`config.mk`:
```
export PLATFORM = sky130hd
export DESIGN_NAME = lgst_row_engine
export DESIGN_NICKNAME = d
export VERILOG_FILES = /design/src/rtl/life_generation_step_torus_core_assert.svh /design/src/rtl/lgst_pkg.sv /design/src/rtl/lgst_lane.sv /design/src/rtl/lgst_row_engine.sv
export SDC_FILE = /design/constraint.sdc
export NUM_CORES = 1
export LEC_CHECK = 0
export BUFFER_PORTS_ARGS = -buffer_cell sky130_fd_sc_hd__buf_4
export CAP_MARGIN = 10
export CORE_MARGIN = 1
export CORE_UTILIZATION = 39
export DETAILED_ROUTE_END_ITERATION = 7
export HOLD_SLACK_MARGIN = 0.12
export PLACE_DENSITY = 0.61
export SYNTH_ARGS = -nofsm -noshare
export SYNTH_HDL_FRONTEND = slang
export SYNTH_SLANG_ARGS = --single-unit
```
`constraint.sdc`:
```
create_clock -name clk -period 5.5 [get_ports clk]
set_input_delay 1.1 -clock clk [delete_from_list [all_inputs] [get_ports clk]]
set_output_delay 1.1 -clock clk [all_outputs]
set_load 0.02 [all_outputs]
```
`src/rtl/life_generation_step_torus_core_assert.svh`:
```
// Assertion macros for the toroidal life generation core.
// Included by the top level; no other dependencies.
`ifndef LIFE_GENERATION_STEP_TORUS_CORE_ASSERT_SVH
`define LIFE_GENERATION_STEP_TORUS_CORE_ASSERT_SVH
`ifndef SYNTHESIS
// Same-cycle implication, disabled while reset is asserted
`define LGST_ASSERT_IMP(label, clk, rst_n, ante, cons) \
    label: assert property (@(posedge clk) disable iff (!rst_n) (ante) |-> (cons)) \
        else $error("%m: implication check failed");
// Next-cycle implication, disabled while reset is asserted
`define LGST_ASSERT_NXT(label, clk, rst_n, ante, cons) \
    label: assert property (@(posedge clk) disable iff (!rst_n) (ante) |=> (cons)) \
        else $error("%m: next-cycle check failed");
`else
`define LGST_ASSERT_IMP(label, clk, rst_n, ante, cons)
`define LGST_ASSERT_NXT(label, clk, rst_n, ante, cons)
`endif
`endif

```
`src/rtl/lgst_pkg.sv`:
```
// Shared types and constants for the toroidal life generation core.
// No dependencies; used by every module of the block but the grid memory.
`timescale 1ns / 1ps
`default_nettype none

package lgst_pkg;

    // Default grid limits
    localparam int MAX_ROWS_DEF = 64;
    localparam int MAX_COLS_DEF = 64;

    // Fixed field widths
    localparam int DATA_W    = 64;
    localparam int IDX_W     = 6;
    localparam int MODE_W    = 2;
    localparam int CFG_W     = 7;
    localparam int CFG_IDX_W = 1;

    localparam logic [CFG_W-1:0] GRID_DIM_RESET = 7'd64;

    // Life rule: live on a 3x3 sum of BIRTH_SUM, or SURVIVE_SUM with a live center
    localparam logic [3:0] BIRTH_SUM   = 4'd3;
    localparam logic [3:0] SURVIVE_SUM = 4'd4;

    // Configuration register indexes
    localparam logic [CFG_IDX_W-1:0] CFG_GRID_HEIGHT = 1'd0;
    localparam logic [CFG_IDX_W-1:0] CFG_GRID_WIDTH  = 1'd1;

    typedef enum logic [MODE_W-1:0] {
        MODE_WRITE = 2'd0,
        MODE_READ  = 2'd1,
        MODE_STEP  = 2'd2
    } lgst_mode_t;

    typedef enum logic [2:0] {
        ST_CLEAR,
        ST_IDLE,
        ST_READ,
        ST_STEP_RD,
        ST_STEP_CP,
        ST_STEP_DRAIN
    } lgst_state_t;

    typedef struct packed {
        logic [MODE_W-1:0] mode;
        logic [IDX_W-1:0]  row_index;
        logic [DATA_W-1:0] row_cells;
    } lgst_in_t;

    typedef struct packed {
        logic [DATA_W-1:0] read_cells;
        logic              index_error;
    } lgst_out_t;

    // Row engine controls
    typedef struct packed {
        logic shift;
        logic merge;
        logic copy;
    } lgst_eng_ctrl_t;

    // One cell's neighborhood: bit 0 left, bit 1 center, bit 2 right
    typedef struct packed {
        logic [2:0] up;
        logic [2:0] mid;
        logic [2:0] down;
    } lgst_nbhd_t;

endpackage

`default_nettype wire

```
`src/rtl/lgst_lane.sv`:
```
// One column lane: applies the B3/S23 rule to a cell's 3x3 neighborhood.
// Depends on lgst_pkg.
`timescale 1ns / 1ps
`default_nettype none

module lgst_lane (
    input  wire lgst_pkg::lgst_nbhd_t nbhd,
    input  wire logic                 en,
    output      logic                 alive
);

    logic [3:0] sum;

    // Count live cells, the center included
    assign sum = 4'($countones(nbhd));

    // Birth or survival, only inside the active width
    assign alive = en && ((sum == lgst_pkg::BIRTH_SUM) ||
                          ((sum == lgst_pkg::SURVIVE_SUM) && nbhd.mid[1]));

endmodule

`default_nettype wire

```
`src/rtl/lgst_row_engine.sv`:
```
// Row engine: three-row window, one lane per column and the row merge register.
// Depends on lgst_pkg and lgst_lane.
`timescale 1ns / 1ps
`default_nettype none

module lgst_row_engine #(
    parameter int MAX_COLS = lgst_pkg::MAX_COLS_DEF
) (
    input  wire logic                        clk,
    input  wire lgst_pkg::lgst_eng_ctrl_t    ctrl,
    input  wire logic [MAX_COLS-1:0]         rd_row,
    input  wire logic [$clog2(MAX_COLS)-1:0] w_last,
    input  wire logic [MAX_COLS-1:0]         col_mask,
    output      logic [MAX_COLS-1:0]         merged_row
);

    localparam int CIDX_W = $clog2(MAX_COLS);

    logic [MAX_COLS-1:0] up_reg;
    logic [MAX_COLS-1:0] mid_reg;
    logic [MAX_COLS-1:0] down_reg;
    logic [MAX_COLS-1:0] lane_bits;
    logic [MAX_COLS-1:0] merged_reg;
    logic [MAX_COLS-1:0] merged_next;
    logic                up_last;
    logic                mid_last;
    logic                down_last;

    // Advance the row window by one row
    always_ff @(posedge clk)
    begin
        if (ctrl.shift)
        begin
            up_reg   <= mid_reg;
            mid_reg  <= down_reg;
            down_reg <= rd_row;
        end
    end

    // Select the last active column for the left wrap of column zero
    assign up_last   = up_reg[w_last];
    assign mid_last  = mid_reg[w_last];
    assign down_last = down_reg[w_last];

    // Build one lane per column
    for (genvar x = 0; x < MAX_COLS; x++)
    begin : g_lane
        lgst_pkg::lgst_nbhd_t nbhd;

        if (x == 0)
        begin : g_left_wrap
            assign nbhd.up[0]   = up_last;
            assign nbhd.mid[0]  = mid_last;
            assign nbhd.down[0] = down_last;
        end
        else
        begin : g_left
            assign nbhd.up[0]   = up_reg[x-1];
            assign nbhd.mid[0]  = mid_reg[x-1];
            assign nbhd.down[0] = down_reg[x-1];
        end

        assign nbhd.up[1]   = up_reg[x];
        assign nbhd.mid[1]  = mid_reg[x];
        assign nbhd.down[1] = down_reg[x];

        if (x == MAX_COLS - 1)
        begin : g_right_wrap
            assign nbhd.up[2]   = up_reg[0];
            assign nbhd.mid[2]  = mid_reg[0];
            assign nbhd.down[2] = down_reg[0];
        end
        else
        begin : g_right
            logic wrap;
            assign wrap         = (w_last == CIDX_W'(x));
            assign nbhd.up[2]   = wrap ? up_reg[0]   : up_reg[x+1];
            assign nbhd.mid[2]  = wrap ? mid_reg[0]  : mid_reg[x+1];
            assign nbhd.down[2] = wrap ? down_reg[0] : down_reg[x+1];
        end

        lgst_lane u_lane (
            .nbhd  (nbhd),
            .en    (col_mask[x]),
            .alive (lane_bits[x])
        );
    end

    // Merge lane results, or pass the newest row through unchanged for a copy
    assign merged_next = ctrl.copy ? down_reg : lane_bits;

    always_ff @(posedge clk)
    begin
        if (ctrl.merge)
        begin
            merged_reg <= merged_next;
        end
    end

    assign merged_row = merged_reg;

endmodule

`default_nettype wire

```
**Yosys cells after proc, flatten, opt, wreduce, memory -nomap -nowiden**

Cells that the tools add are included.

- Word-level logic and storage cells: 1,096
- Bits of input ports: 138
- Bits in registers: 256
- Latch bits: 0
- RAM bits: 0
- Memory bits (read-only): 0
- Memories kept: 0

- Mux-type cells: 196
- Div/mod/pow operators: 0
- Order comparisons: 1
- Add/sub/neg operators: 512
- Shift-type cells: 0
- Reductions and logical operators: 193
- Multipliers: 0
- Bitwise gates (word level): 0
- Eq/ne operators: 190

Operators with widths:

| kind | count |
|---|---|
| adder 4 bit | 192 |
| adder 1 x 1 -> 2 bit | 256 |
| adder 4 x 1 -> 4 bit | 64 |
| == test 4 x 2 -> 1 bit, second input constant | 64 |
| == test 4 x 3 -> 1 bit, second input constant | 64 |
| two-way mux 1 bit | 192 |
| == test 6 bit, second input constant | 31 |
| logical AND 1 bit | 128 |
| == test 6 x 5 -> 1 bit, second input constant | 16 |
| logical OR 1 bit | 64 |
| two-way mux 64 bit | 1 |
| == test 6 x 4 -> 1 bit, second input constant | 8 |
| == test 6 x 3 -> 1 bit, second input constant | 4 |
| binary-select mux 1 bit (select 6 bit) | 3 |
| == test 6 x 2 -> 1 bit, second input constant | 2 |
| less-than comparator 6 x 7 -> 1 bit, second input constant | 1 |
| == test 6 x 1 -> 1 bit, second input constant | 1 |
| logical NOT 6 bit | 1 |

**Longest topological paths before layout**

Gate-level depths: netlist of the first run.

- Depth after elaboration: 11
- Mapped depth: 19

**By module**

Synthesis of the first run repeated with hierarchy kept, for this count alone.

- Cell total of the unflattened synthesis: 2,410
- Area, all modules: 28,245.8 sq um

By module, submodules not included:

| module | cells each | area each (sq um) | times used | seq. area each (sq um) |
|---|---|---|---|---|
| lgst_lane | 26 | 244.0 | 64 | 0.0 |
| lgst_row_engine | 746 | 12,630.9 | 1 | 7,687.4 |

**Worst setup path before layout of the first run**

No wires, ideal clock.

- Path kind: input port to flip-flop
- From: in w_last[1]
- To: reg merged_reg[0], in the netlist merged_row[0] (data pin)
- Buffers on the path: 3
- Stages on the path: 19
- Arrival time: 5.023 ns
- Setup slack: 0.209 ns
- Library setup time: 0.268 ns
- Path through: buf_2 -> buf_2 -> buf_2 -> mux4_2 -> a22oi_1 -> a21oi_1 -> or4_1 -> ha_1 -> fa_1 -> inv_1 -> fa_1 -> inv_1 -> ha_1 -> inv_1 -> fa_1 -> nand2_1 -> nor2_1 -> a31oi_1 -> o31ai_1

- Cells in the longest elaborated chain, start to end: 11
- Elaborated cells on any way between the ends: 24

RTL lines:

| what | RTL line | RTL |
|---|---|---|
| from (decl) | lgst_row_engine.sv:12 | `input wire logic [$clog2(MAX_COLS)-1:0] w_last,` |
| binary-select mux 1 bit (select 6 bit), or another cell as far along | lgst_row_engine.sv:43 | `assign down_last = down_reg[w_last];` |
| two-way mux 1 bit, on equally long branches | n/a |  |
| adder 1 x 1 -> 2 bit (not written as such) | lgst_lane.sv:15 | `assign sum = 4'($countones(nbhd));` |
| adder 4 bit (not written as such) (2 in series) | lgst_lane.sv:15 |  |
| adder 4 x 1 -> 4 bit (not written as such) * | lgst_lane.sv:15 |  |
| == test 4 x 3 -> 1 bit | lgst_lane.sv:19 | `((sum == lgst_pkg::SURVIVE_SUM) && nbhd.mid[1]));` |
| logical AND 1 bit | lgst_lane.sv:19 |  |
| logical OR 1 bit * | lgst_lane.sv:18 | `assign alive = en && ((sum == lgst_pkg::BIRTH_SUM) \|\|` |
| logical AND 1 bit * | lgst_lane.sv:18 |  |
| two-way mux 64 bit * | lgst_row_engine.sv:90 | `assign merged_next = ctrl.copy ? down_reg : lane_bits;` |
| via merged_next[0] | lgst_row_engine.sv:24 | `logic [MAX_COLS-1:0] merged_next;` |
| to (signal assigned) | lgst_row_engine.sv:96 | `merged_reg <= merged_next;` |
| to (decl) | lgst_row_engine.sv:23 | `logic [MAX_COLS-1:0] merged_reg;` |

Mark *: on every way through the listed nets, which the timed path passes. The rest lies on a longest branch. The select of a mux whose other input is x is not followed.
A chain may end at the register's enable or synchronous reset.

**Worst setup path after layout of the first run**

- From: in w_last[2]
- To: reg merged_reg[7], in the netlist merged_row[7] (data pin)

- Cells in the longest elaborated chain, start to end: 11
- Elaborated cells on any way between the ends: 16

RTL lines:

| what | RTL line | RTL |
|---|---|---|
| == test 6 x 3 -> 1 bit * | lgst_row_engine.sv:76 | `assign wrap = (w_last == CIDX_W'(x));` |
| two-way mux 1 bit, on equally long branches | lgst_row_engine.sv:79, lgst_row_engine.sv:78 |  |
| adder 1 x 1 -> 2 bit (not written as such) | lgst_lane.sv:15 |  |
| adder 4 bit (not written as such) (2 in series) | lgst_lane.sv:15 |  |
| adder 4 x 1 -> 4 bit (not written as such) * | lgst_lane.sv:15 |  |
| == test 4 x 3 -> 1 bit | lgst_lane.sv:19 |  |
| logical AND 1 bit | lgst_lane.sv:19 |  |
| logical OR 1 bit * | lgst_lane.sv:18 |  |
| logical AND 1 bit * | lgst_lane.sv:18 |  |
| two-way mux 64 bit * | lgst_row_engine.sv:90 |  |
| via merged_next[7] | lgst_row_engine.sv:24 |  |

Mark *: on every way through the listed nets, which the timed path passes. The rest lies on a longest branch.

==> summary.txt, run 1 <==
Clock tree
  • Worst-Skew Late Latency: ~0.56 ns
  • TritonCTS clock tree: built
  • Bufs on Longest Clock Path: 3
  • CTS Buf Count: 37
  • Root Buffer: clkbuf_16
  • CTS HTree Levels: 2
  • CTS Sinks: about 260
  • Hold buffers post-CTS: 0
  • Reg clk slew, reported paths: 0.06 ns
  • Cts repair resizes: 0
  • Post-CTS Setup Repair Bufs: 0

Hold path
  • Hold_sp: mid_reg[8]$_DFFE_PP_
  • Hold Path Cell Cnt: 1
  • Worst Hold Path EP: up_reg[8]$_DFFE_PP_
  • HP Class: flop to flop

Power and ir drop
  • LEAKAGE: about 14 nW
  • Seq pwr share: 0.286
  • Combinational share of power: 0.452
  • Clock share of power: 0.262
  • Max IR drop VDD: between 0.00015 and 0.0002 V
  • NetSw: between 3 and 4 mW
  • Switching part of the total: 0.378
  • Internal Power: around 5.7 mW
  • Pwr Total: about 9 mW
  • Power per cell area: 293 nW/um^2

Drt
  • Total Wirelength: between 70 and 80 mm
  • Final ANT Viol Nets: 0
  • DRC: 0
  • Via Count: between 15k and 20k
  • Post-DR vias/cell: 5.09
  • TritonRoute pass-1 iters: 7
  • Initial drt markers: approximately 930
  • Wire per inst: between 20 and 25 um

STA
  • Fin crit share: 0.907
  • Setup_tns: 0 ns
  • RSZ-0062 raised after global routing: no
  • Min Clock Period, post-route: roughly 5.0 ns
  • Slack of the critical path: between 0.5 and 0.6 ns
  • Fmax achieved: between 0.2 and 0.25 GHz
  • Final hold violations: 0
  • Clock skew: 0.0210 ns
  • Measured slew at the worst slew-check pin: approximately 1.1 ns
  • Hold_ws: 0.594 ns
  • Slew Limit Fails: 0
  • Relative slew slack: 0.295
  • Final setup viols: 0

Logic synthesis
  • Syn Std Cell Area: between 20000 and 30000 um^2
  • Syn Inst Count: approximately 2.4k
  • Ys flop type: edfxtp_1
  • Post-Syn Nets: roughly 3.2k
  • Seq/Total Area, Yosys: 0.285
  • Synth Register Bits: roughly 260
  • Synth top area share: 0.285
  • Syn. warnings: 0
  • Post-synth EDFFs: 256
  • Post-synth top area cell: edfxtp_1
  • Synth Area per Inst: 11.1 um^2
  • Post-synth cell types: 35
  • Ranking of synthesized cells by area: edfxtp_1, fa_1, ha_1, inv_1, mux2_2
  • Share of flip-flops with an asynchronous set or reset: 0

Run
  • Max-cap viol count: 0

Finish
  • # nets final: between 3k and 4k
  • Post-Layout Inst Area: slightly above 30000 um^2
  • Filler cells: 6320
  • Finished Core Util: 0.456
  • Final Non-Filler Cells: ~3.6k
  • Ratio of cells with drive above 1 in the final layout: 0.189
  • Synth-to-Final Area Change: 15.6%
  • Ant diodes: 0

Outcome
  • Status: finished, final reports clean

Floorplanning
  • I/O pin cnt: 202
  • Starting Density: 0.394
  • CORE AREA: about 68000 um^2
  • Die Width: ~270 um
  • Total Die Area: ~70000 um^2
  • Row count: 96
  • Die height: approximately 270 um

Critical path
  • Worst Setup End Kind: flop
  • Worst R2R Start: mid_reg[45]$_DFFE_PP_
  • CP Launch Type: input pin
  • Critical R2R Capture: merged_row[0]$_DFFE_PP_
  • CP Max Fanout: 9
  • Setup CP Type: input pin to flop
  • R2R setup slack: between 0.8 and 0.9 ns
  • Required time worst endpoint: between 5 and 6 ns
  • Critical path data arrival time: between 5 and 6 ns
  • R2R depth: 16

Place
  • GPL Wtd Cong: 0.901
  • Port bufs: approximately 200
  • Placed cell count: 3526
  • Final HPWL DP: 55.9 mm
  • Area after DPL: ~30000 um^2
  • Post-Place Setup Slack: -0.0545 ns

GRT
  • Largest net degree at the start of global routing: 82
  • GRT overflow: 0
  • Vias in the first global route: ~20k
  • First-pass GRT wire length: 115 mm
  • Initial antenna violation count: 5
  • Tot GR Track Use: 0.214
cell usage in the layout (no fill, tap or decap), types with 2 or more instances in the layout:
cell type / n
nand2_1: 180
nor4b_1: 28
clkbuf_16: 39
bufinv_16: 3
mux4_1: 4
edfxtp_1: 256
clkinv_2: 10
o21ai_0: 55
mux2_2: 126
clkbuf_1: 6
inv_1: 730
a31oi_1: 36
ha_1: 320
a21oi_1: 12
or4_1: 3
buf_4: 278
and2_1: 2
nand4bb_1: 28
mux4_2: 44
nand3_1: 30
fa_1: 320
buf_12: 5
mux2i_1: 63
clkinv_1: 3
nand2b_1: 7
o31ai_1: 36
a22oi_1: 24
nor2_1: 42
nor3_1: 4
nor2b_1: 4
clkinvlp_4: 2
layout make-up:
type | instances | area, um^2 | area share
multi-input combinational | 1374 | 16300 | 0.522
sequential | 256 | 7690 | 0.246
inverter | 730 | 2740 | 0.0878
timing repair buffer | 284 | 2200 | 0.0706
tap | 882 | 1100 | 0.0354
clock buffer | 45 | 998 | 0.0320
clock inverter | 20 | 184 | 0.00590
synthesized netlist by cell type (all sizes together) (7+ instances only):
master,count
edfxtp,256
nor2,42
buf,22
a21oi,12
ha,320
o31ai,36
fa,320
nand2b,7
mux4,48
mux2i,63
a31oi,36
mux2,126
o21ai,55
nor4b,28
clkbuf,39
nand4bb,28
nand2,180
inv,730
a22oi,24
nand3,30
routing by layer:
| metal | vias to the layer above | share of wire | global-route usage |
|---|---|---|---|
| li1 | 8416 | - | - |
| met2 | 461 | 0.50 | 0.371 |
| met5 | - | 0.00044 | 0 |
| met4 | 6 | 0.026 | 0.0642 |
| met3 | 109 | 0.051 | 0.0301 |
| met1 | 9299 | 0.43 | 0.277 |
cell families after synthesis:
family          after synthesis  synth area share
simple gates                333            0.0631
buf+inv                     791             0.112
mux                         237             0.117
flops                       256             0.285
compound gates              164            0.0378
fa+ha+maj                   640             0.386
power by group through the flow:
stage | clock network (mW) | registers, mW | logic [mW]
after detailed placement | 0 | 2.66 | 4.15
final | 2.39 | 2.62 | 4.13
after global routing | 2.52 | 2.64 | 4.82
after global placement | 0 | 2.67 | 3.85
after CTS | 2.46 | 2.62 | 4.19
after floorplan | 0 | 2.60 | 2.95
how the worst max path moves through the flow:
| stage | cells after the start | to | start | slack, ns |
|---|---|---|---|---|
| 2_1_floorplan | 19 | merged_row[0]$_DFFE_PP_ | w_last[1] | 0.21 |
| 3_3_place_gp | 18 | merged_row[0]$_DFFE_PP_ | w_last[0] | 0.02 |
| 3_5_place_dp | 18 | merged_row[0]$_DFFE_PP_ | w_last[0] | -0.05 |
| 4_1_cts | 17 | merged_row[7]$_DFFE_PP_ | w_last[2] | 0.56 |
| 5_1_grt | 19 | merged_row[1]$_DFFE_PP_ | w_last[1] | 0.26 |
| 6_report | 17 | merged_row[7]$_DFFE_PP_ | w_last[2] | 0.51 |
critical path, stage by stage:
cell     delay [ns]
buf_4          0.13
nor2b_1        0.40
nand3_1        0.40
nor2_1         0.23
buf_4          0.17
mux2_2         0.34
ha_1           0.27
inv_1          0.05
fa_1           0.42
fa_1           0.51
inv_1          0.04
ha_1           0.18
inv_1          0.06
fa_1           0.43
nor4b_1        0.28
a31oi_1        0.09
o31ai_1        0.24
(Power assumes the default switching activity.)
==> inputs of run 2 (changes only) <==
--- a/config.mk
+++ b/config.mk
@@ -6,12 +6,14 @@
 export NUM_CORES = 1
 export LEC_CHECK = 0
 export BUFFER_PORTS_ARGS = -buffer_cell sky130_fd_sc_hd__buf_4
-export CAP_MARGIN = 10
+export CAP_MARGIN = 20
+export CELL_PAD_IN_SITES_DETAIL_PLACEMENT = 1
+export CELL_PAD_IN_SITES_GLOBAL_PLACEMENT = 2
 export CORE_MARGIN = 1
-export CORE_UTILIZATION = 39
+export CORE_UTILIZATION = 38
 export DETAILED_ROUTE_END_ITERATION = 7
 export HOLD_SLACK_MARGIN = 0.12
-export PLACE_DENSITY = 0.61
+export PLACE_DENSITY = 0.82
 export SYNTH_ARGS = -nofsm -noshare
 export SYNTH_HDL_FRONTEND = slang
 export SYNTH_SLANG_ARGS = --single-unit
==> run 2 against run 1 <==
  * Critical path depth rose by 1
  * Critical endpoint is now merged_row[0]$_DFFE_PP_
  * Largest cell class unchanged
  * Worst hold slack better by 0.033 ns
  * First-iteration DRC count decreased by 1.1%
  * Sequential share of layout area barely moved
  * Clock power shrank 5%
  * Clock skew is 0.0054 ns lower
  * Global-route usage increased by 1.1 points
  * Cell count grew 1.6%
  * Sequential cell count did not move
==> summary.txt, run 2 (synthesis gave the netlist of run 1 again) <==
Outcome
  • Status: finished, final reports clean

Clock tree
  • Worst-Skew Late Latency: approximately 0.56 ns
  • Post-CTS Setup Repair Bufs: 0
  • Cts repair resizes: 0
  • CTS Sinks: between 200 and 300
  • CTS Buf Count: 36
  • Hold buffers post-CTS: 0
  • Reg clk slew, reported paths: roughly 0.06 ns
  • Root Buffer: clkbuf_16
  • CTS HTree Levels: 2
  • TritonCTS clock tree: built
  • Bufs on Longest Clock Path: 3

STA
  • RSZ-0062 raised after global routing: no
  • Final setup viols: 0
  • Min Clock Period, post-route: 5.09 ns
  • Final hold violations: 0
  • Setup_tns: 0 ns
  • Fmax achieved: between 0.15 and 0.2 GHz
  • Clock skew: 0.0156 ns
  • Slack of the critical path: slightly above 0.4 ns
  • Fin crit share: 0.926
  • Measured slew at the worst slew-check pin: between 1 and 1.5 ns
  • Slew Limit Fails: 0
  • Relative slew slack: 0.288

Floorplanning
  • Die Width: around 270 um
  • Total Die Area: roughly 72000 um^2
  • Starting Density: 0.385
  • CORE AREA: between 70000 and 80000 um^2
  • Row count: a little under 100
  • Die height: 268 um
  • I/O pin cnt: between 200 and 250

GRT
  • Vias in the first global route: approximately 21k
  • Initial antenna violation count: 2
  • GRT overflow: 0
  • Tot GR Track Use: 0.225
  • First-pass GRT wire length: around 120 mm
  • Largest net degree at the start of global routing: 96

Finish
  • # nets final: approximately 3.5k
  • Storage cell area: ~7700 um^2
  • Filler cells: ~7.8k
  • Ant diodes: 0
  • Finished Core Util: 0.445
  • Commonest non-fill, non-tap cells in the layout: inv_1, fa_1, ha_1
  • Area taken by multi-input logic gates: about 16000 um^2
  • Post-Layout Inst Area: slightly above 30000 um^2
  • Ratio of cells with drive above 1 in the final layout: 0.187
  • Most common cell after layout, fill and taps aside: inv_1
  • Synth-to-Final Area Change: 15.6%

Critical path
  • Required time worst endpoint: 5.79 ns
  • Worst Setup End Kind: flop
  • Setup CP Type: input pin to flop
  • CP Max Fanout: 13
  • CP Launch Type: input pin
  • Critical path data arrival time: ~5.4 ns
  • R2R depth: 16

Power and ir drop
  • Pwr Total: 9.15 mW
  • Max IR drop VDD: 0.000252 V
  • LEAKAGE: 14.2 nW
  • Power per cell area: around 300 nW/um^2

Drt
  • DRC: 0
  • Wire per inst: roughly 21 um
  • Post-DR vias/cell: approximately 5.1
  • Initial drt markers: ~920
  • Via Count: around 18k
  • TritonRoute pass-1 iters: 5
  • Final ANT Viol Nets: 0
  • Total Wirelength: ~78 mm

Place
  • GPL Wtd Cong: 0.866
  • Area after DPL: roughly 30000 um^2
  • Port bufs: approximately 200
  • Post-Place Setup Slack: -0.175 ns
  • Final HPWL DP: approximately 60 mm

Hold path
  • HP Class: flop to flop
  • Hold Path Cell Cnt: 0

Run
  • Max-cap viol count: 0
==> run 2: power breakdown <==
part | switching, mW | internal, mW
clock | 0.963 | 1.31
combinational | 2.32 | 1.93
sequential | 0.249 | 2.37
total | 3.53 | 5.61
==> run 2: final timing paths <==
kind,slack (ns),startpoint,endpoint
max,0.41,w_last[0],merged_row[0]$_DFFE_PP_
min,0.63,mid_reg[54]$_DFFE_PP_,up_reg[54]$_DFFE_PP_
max reg2reg,0.87,up_reg[46]$_DFFE_PP_,merged_row[0]$_DFFE_PP_
min reg2reg,0.63,mid_reg[54]$_DFFE_PP_,up_reg[54]$_DFFE_PP_
==> run 2: critical path, cell delays in order <==
cell	delay (ns)
buf_4	0.20
buf_12	0.19
mux4_2	0.51
a22oi_1	0.26
a21oi_1	0.16
or4_1	0.54
ha_1	0.22
fa_1	0.53
inv_1	0.06
fa_1	0.53
inv_1	0.04
ha_1	0.18
inv_1	0.06
fa_1	0.42
nand2_1	0.08
nor2_1	0.04
a31oi_1	0.15
o31ai_1	0.09
==> run 2: cell type report <==
class                           count  area share
Multi-Input combinational cell   1374       0.522
Clock inverter                     25     0.00554
Clock buffer                       39      0.0299
Sequential cell                   256       0.246
Inverter                          730      0.0879
Tap cell                          940      0.0377
Timing Repair Buffer              284      0.0706
==> run 2: through the flow <==
stage	instances	hold WS [ns]
6_report	3648	0.628
5_1_grt	3648	0.639
4_1_cts	3648	0.637
3_5_place_dp	3584	0.622
3_3_place_gp	3584	0.616
2_1_floorplan	2421	0.489
==> run 2: per-layer routing <==
metal | share of wire | GRT usage | routed length, um | vias to the layer above
met5 | 0.00035 | 0 | 27 | -
met4 | 0.026 | 0.0643 | 2060 | 4
li1 | - | - | - | 8399
met1 | 0.42 | 0.279 | 32800 | 9559
met2 | 0.51 | 0.402 | 40100 | 362
met3 | 0.042 | 0.0362 | 3310 | 112
